$ cat config.mk
export PLATFORM = sky130hd
export DESIGN_NAME = bz3_lerp
export DESIGN_NICKNAME = d
export VERILOG_FILES = /design/src/hw/rtl/bezier_3d_point_and_derivative_macros.svh /design/src/hw/rtl/bz3_pkg.sv /design/src/hw/rtl/bz3_lerp.sv
export SDC_FILE = /design/constraint.sdc
export NUM_CORES = 2
export LEC_CHECK = 0
export BUFFER_PORTS_ARGS = -buffer_cell sky130_fd_sc_hd__buf_2
export CELL_PAD_IN_SITES_DETAIL_PLACEMENT = 0
export CELL_PAD_IN_SITES_GLOBAL_PLACEMENT = 2
export CORE_MARGIN = 10
export CORE_UTILIZATION = 37
export CTS_CLUSTER_SIZE = 40
export DETAILED_ROUTE_END_ITERATION = 10
export PLACE_DENSITY_LB_ADDON = 0.1
export RECOVER_POWER = 25
export SLEW_MARGIN = 5
export SYNTH_ARGS = -nofsm -noshare
export SYNTH_HDL_FRONTEND = slang
export SYNTH_SLANG_ARGS = --single-unit
$ cat constraint.sdc
create_clock -name clock -period 9.7 [get_ports clock]
set_input_delay 1.94 -clock clock [delete_from_list [all_inputs] [get_ports clock]]
set_output_delay 1.94 -clock clock [all_outputs]
set_load 0.01 [all_outputs]
$ cat src/hw/rtl/bezier_3d_point_and_derivative_macros.svh
// ----------------------------------------------------------------------------
// Bezier 3D evaluator assertion macros
// Concurrent assertion wrappers; define ASSERT_OFF to drop them.
// ----------------------------------------------------------------------------
`ifndef BEZIER_3D_POINT_AND_DERIVATIVE_MACROS_SVH
`define BEZIER_3D_POINT_AND_DERIVATIVE_MACROS_SVH
`ifndef ASSERT_OFF
// same-cycle implication
`define BZ_ASSERT_IMPL(lbl, clk, rst, ante, cons, msg) \
   lbl: assert property (@(posedge clk) disable iff (rst) (ante) |-> (cons)) else $error(msg);
// next-cycle implication
`define BZ_ASSERT_NXT(lbl, clk, rst, ante, cons, msg) \
   lbl: assert property (@(posedge clk) disable iff (rst) (ante) |=> (cons)) else $error(msg);
`else
`define BZ_ASSERT_IMPL(lbl, clk, rst, ante, cons, msg)
`define BZ_ASSERT_NXT(lbl, clk, rst, ante, cons, msg)
`endif
`endif

$ cat src/hw/rtl/bz3_pkg.sv
// ----------------------------------------------------------------------------
// bz3_pkg
// Shared types and codes of the Bezier 3D point and derivative evaluator.
// ----------------------------------------------------------------------------
package bz3_pkg;

   localparam logic [1:0] FUNC_LOAD  = 2'd0;
   localparam logic [1:0] FUNC_POINT = 2'd1;
   localparam logic [1:0] FUNC_DERIV = 2'd2;
   localparam logic [1:0] FUNC_NONE  = 2'd3;

   localparam logic [1:0] CSR_POINT_COUNT = 2'd0;
   localparam logic [1:0] CSR_START       = 2'd1;
   localparam logic [1:0] CSR_INV_WIDTH   = 2'd2;

   localparam int          FRAC_BITS = 16;
   localparam logic [16:0] ONE_Q16   = 17'd65536;

   typedef enum logic [2:0] {
      ST_IDLE,
      ST_DIFF,
      ST_MUL,
      ST_INIT,
      ST_MULT,
      ST_STEP,
      ST_SCALE,
      ST_OUT
   } state_type;

   // per-cell control
   typedef struct packed {
      logic load;
      logic init_point;
      logic init_diff;
      logic shift;
      logic tail;
   } cell_ctrl_type;

endpackage

$ cat src/hw/rtl/bz3_lerp.sv
// ----------------------------------------------------------------------------
// bz3_lerp
// Registered linear blend a + floor(u * (b - a) / 2^16), one coordinate.
// ----------------------------------------------------------------------------
module bz3_lerp import bz3_pkg::*; #(
   parameter int COORD_WIDTH = 32
) (
   input  logic                        clock,
   input  logic [16:0]                 u,
   input  logic signed [COORD_WIDTH:0] a,
   input  logic signed [COORD_WIDTH:0] b,
   output logic signed [COORD_WIDTH:0] result
);

   localparam int WW = COORD_WIDTH + 1;
   localparam int PW = WW + 19;

   logic signed [PW-1:0] prod_ff, prod_in;
   logic signed [WW-1:0] a_ff;
   logic signed [WW:0]   diff;

   assign diff    = (WW + 1)'(b) - (WW + 1)'(a);
   assign prod_in = PW'($signed({1'b0, u})) * PW'(diff);

   always_ff @(posedge clock) begin
      prod_ff <= prod_in;
      a_ff    <= a;
   end

   assign result = a_ff + WW'(prod_ff >>> FRAC_BITS);

endmodule

After elaboration in Yosys (flattened, before gate mapping)
Index checks and enable logic that the tools add are counted.
W data, S select, Z words.
- input bits: 84
- bits in registers: 82
- logic and storage cells: 5
- output and inout bits: 33
- add/sub/neg operators: 2
- multipliers: 1
- operators by type and width (cell ; count):
    $mul A18 B34 Y49 ; 1
    $sub A33 B33 Y34 ; 1
    $add A33 B33 Y33 ; 1

Logic depth before layout (Yosys ltp)
- depth in word-level cells: 2
- depth in mapped cells: 37
- mapped depth without buffers: 36

Worst setup path after synthesis
Ideal clock, no wire load.
- kind: input port to flip-flop
- start: in b[0]
- end: reg prod_ff[46]
- stages: 35
- data required time: 9609 ps
- arrival time: 9582 ps
- slack: 27 ps
- library setup time: 91 ps
- path buffers: 1
- cell sequence: inv_1 -> ha_1 -> inv_1 -> fa_1 -> a211oi_1 -> nor2_1 -> o31a_1 -> a21o_1 -> a31oi_1 -> o21ai_1 -> a21o_1 -> a21oi_1 -> xnor2_1 -> clkbuf_1 -> and2_1 -> fa_1 -> inv_1 -> fa_1 -> fa_1 -> inv_1 -> fa_1 -> fa_1 -> inv_1 -> fa_1 -> inv_1 -> ha_1 -> nand4_1 -> nor3_1 -> nand3_1 -> and3_1 -> a21o_1 -> o311a_1 -> o21ai_2 -> a211oi_1 -> a311oi_1
- word-level cells in the longest chain between the ends: 2
- ends and longest elaborated chain (element ; RTL line ; text):
    start, declared ; bz3_lerp.sv:11 ; input logic signed [COORD_WIDTH:0] b,
    $sub A33 B33 Y34 ; bz3_lerp.sv:22 ; assign diff = (WW + 1)'(b) - (WW + 1)'(a);
    $mul A18 B34 Y49 ; bz3_lerp.sv:23 ; assign prod_in = PW'($signed({1'b0, u})) * PW'(diff);
    named net prod_in[46] ; bz3_lerp.sv:18 ; logic signed [PW-1:0] prod_ff, prod_in;
    end signal, assigned ; bz3_lerp.sv:26 ; prod_ff <= prod_in;
    end, declared ; bz3_lerp.sv:18 ;
The timed path passes the listed nets, and every way through them passes these cells.

Worst setup path in the final report
Same ends and word-level chain as after synthesis.

==> impl.org <==
** STA
- Unrepaired setup endpoints after global routing :: yes
- Final count of pins violating max slew :: 0
- Maximum clock frequency :: about 100 MHz
- Hold timing on the final database bottoms out at a slack of ~1.7 ns.
- Final Hold Vio Count :: 0
- Worst max-slew margin expressed relative to the limit :: 0.430
- Final Setup Violations :: 0
- Adding up every negative setup slack in the final design gives 0 ns.
- Of the available clock period, the critical path in the final layout requires 0.987.
- Final period demand of the worst path :: about 9.6 ns
- For the pin with the worst max-slew slack, the measured transition is 0.854 ns.

** Floorplanning
- The die is 273 µm wide.
- The initial utilization of the core area, before any placement, comes to 0.374.
- Die height :: about 270 µm
- Number of top-level design ports :: between 100 and 150
- The die covers approximately 74000 µm².
- Number of standard-cell rows in the floorplan :: 92
- Area inside the core boundary :: approximately 63000 µm²

** Global routing
- The initial antenna violation count came to 3.
- For this run the aggregate overflow at the end of global routing stands at 0.
- Entering global routing, the biggest net connects 35 pins.
- The number of global-route vias before repair was around 21k.
- The first global-routing pass estimated 114 mm of wire.
- Across every metal layer, demand over resource in global routing totals 0.197.

** Synth
- Syn_nets :: 3480
- Count of cell types in the netlist :: 67
- For this run, the number of Yosys warnings is 0.
- Post-Syn Instances :: between 2k and 3k
- Synthesized flop and latch total :: 66
- The share of the Yosys chip area taken by registers is 0.0559.
- In this run, synthesis inferred 0 flip-flops with an integrated enable.
- Post-Syn Area :: approximately 24000 µm²
- Post-synth ARST share :: 0
- Avg Cell Area, Syn :: 8.79 µm²
- Among all flip-flop cells after synthesis, the most frequent one is dfxtp_1.

** Placement
- Number of buffers inserted by port buffering :: between 100 and 150
- Area post-placement :: approximately 27000 µm²
- Weighted congestion at the end of routability-driven global placement :: approximately 0.87
- The wire-length estimate of the detail-placed layout is about 60 mm.

** Worst setup path
- For the worst setup path, the data arrival time is between 9 and 10 ns.
- Category of the worst setup path capture point :: flop
- Slowest CP cell :: fa_1
- Critical Path Max Stage Delay :: between 0.4 and 0.5 ns
- Most prevalent standard cell on the critical path :: fa_1
- STA classifies the critical path startpoint as an input port.
- Of all nets on the critical path, the largest fanout is 8.
- At the worst endpoint, the required time is 9.98 ns.
- The worst setup path is of the in -> reg kind.

** Route
- Residual DRC :: 0
- Across all layers, the routed design uses roughly 18k vias.
- Summed over all layers, the routed wires come to a little over 70 mm.
- In this run the remaining antenna-violating nets after routing total 0.
- WL per Instance :: approximately 18 µm
- Pre-antenna DRT Iters :: 5
- For this block, the initial DRC count from the detailed router was a little over 700.
- Using the TritonRoute via totals, the vias-per-cell ratio works out to 4.74.

** Job
- Across the run, the number of max-cap violations was 0.

** Clocking
- Buffers inserted during clock tree synthesis total 9.
- TritonCTS built the clock tree.
- Clock tree synthesis selected as its root buffer the cell clkbuf_16.
- The longest clock path from root to sink contains 2 buffers.
- Hold-fix buffer count after cts :: 0
- Clock-pin slew was measured on the worst setup and hold paths at ~0.060 ns.
- Clock tree synthesis found a total of between 60 and 70 sinks.
- The H-tree was split into 3 levels.

** Finish
- Post-Layout Inst Area :: 28600 µm²
- Count of nets after finishing :: 3820
- The filler cells instantiated in the layout total between 6k and 7k.
- Share of final-layout standard cells stronger than drive strength 1 :: 0.186
- Area growth from synthesis to final layout :: 21.1%

** Min path
- Classification of the worst-slack hold path :: in -> reg

** Outcome
- The flow ran to the end, and the final reports show no timing, DRC or antenna violations.
per-stage QoR:
step	std cells	worst slack [ns]	utilization
global route	3882	-0.161	0.453
detailed placement	3827	-1.02	0.428
finish	3882	0.122	0.453
CTS	3858	0.00112	0.441
global placement	3827	-0.922	0.428
floorplan	2690	0.0272	-
synthesized netlist by cell type (10+ instances only):
| library cell | number | area share |
|---|---|---|
| o21a_1 | 20 | 0.0064 |
| nor3_1 | 16 | 0.0034 |
| nand3_1 | 19 | 0.0040 |
| o21bai_1 | 11 | 0.0035 |
| a21o_1 | 36 | 0.011 |
| xor2_1 | 21 | 0.0078 |
| inv_1 | 685 | 0.11 |
| xnor2_1 | 80 | 0.030 |
| fa_1 | 528 | 0.45 |
| dfxtp_1 | 66 | 0.056 |
| and3_1 | 10 | 0.0026 |
| nand2_1 | 292 | 0.046 |
| ha_1 | 178 | 0.094 |
| clkbuf_1 | 92 | 0.015 |
| a21oi_1 | 80 | 0.017 |
| and2_1 | 310 | 0.082 |
| nor2b_1 | 25 | 0.0066 |
| o21ai_0 | 41 | 0.0087 |
| nor2_1 | 63 | 0.010 |
area by class of cell:
type | instances | area [µm²] | share of cell area
multi-input cells | 1841 | 20200 | 0.704
repair buffers | 427 | 3190 | 0.112
inverters | 685 | 2570 | 0.0899
flip-flops and latches | 66 | 1320 | 0.0462
well taps | 846 | 1060 | 0.0370
clock buffers | 10 | 229 | 0.00800
clock inverters | 6 | 88.8 | 0.00310
diodes | 1 | 2.50 | 0.0000874
cells by family (layout without fill, tap and decap cells):
group           Yosys count  after routing  synth area share
fa+ha+maj               706            706             0.541
compound gates          269            269            0.0764
xor+xnor                101            101            0.0374
simple gates            765            765             0.164
flops                    66             66            0.0559
buf+inv                 783           1128             0.125
other cells               0              1                 0
worst paths after layout:
check,cells past startpoint,slack [ns],endpoint,startpoint
setup / recovery,37,0.12,prod_ff[46],b[0]
hold / removal,1,1.68,a_ff[12],a[12]
critical path, delay by kind of cell:
kind,cells,cell delay (ns)
AOI/OAI and AO/OA,10,2.22
adders and majority gates,9,3.65
buffers and inverters,11,0.99
and+or+nand+nor,6,0.93
xor gates and xnor gates,1,0.13
layout by cell type (no fill, tap or decap), drive strengths merged, types with 10 or more instances in the layout:
cell and count:
a21o 36, a21oi 83, and2 311, and3 10, buf 416, clkbuf 20
dfxtp 66, fa 528, ha 178, inv 686, nand2 292, nand3 19
nor2 63, nor2b 25, nor3 16, o21a 20, o21ai 44, o21bai 11
xnor2 80, xor2 21
flip-flops by register name (all words and copies together), names as in the netlist:
name,cells
a_ff,33
prod_ff,33
per-layer routing:
metal,wire [µm],track usage,share of wire
met2,36600,0.358,0.51
met5,13,0,0.00018
met3,2100,0.0227,0.029
met1,31000,0.245,0.43
met4,1700,0.0506,0.024
timing repair:
action                     CTS  global route
gates resized for setup     67           118
buffers inserted            16            22
gates cloned                 0             1
setup endpoints to repair   21            19
pin swaps                   51           129
Power is left out: the tool's default activity adds up to more than one toggle a clock period on the data nets, which glitch-free logic cannot reach.
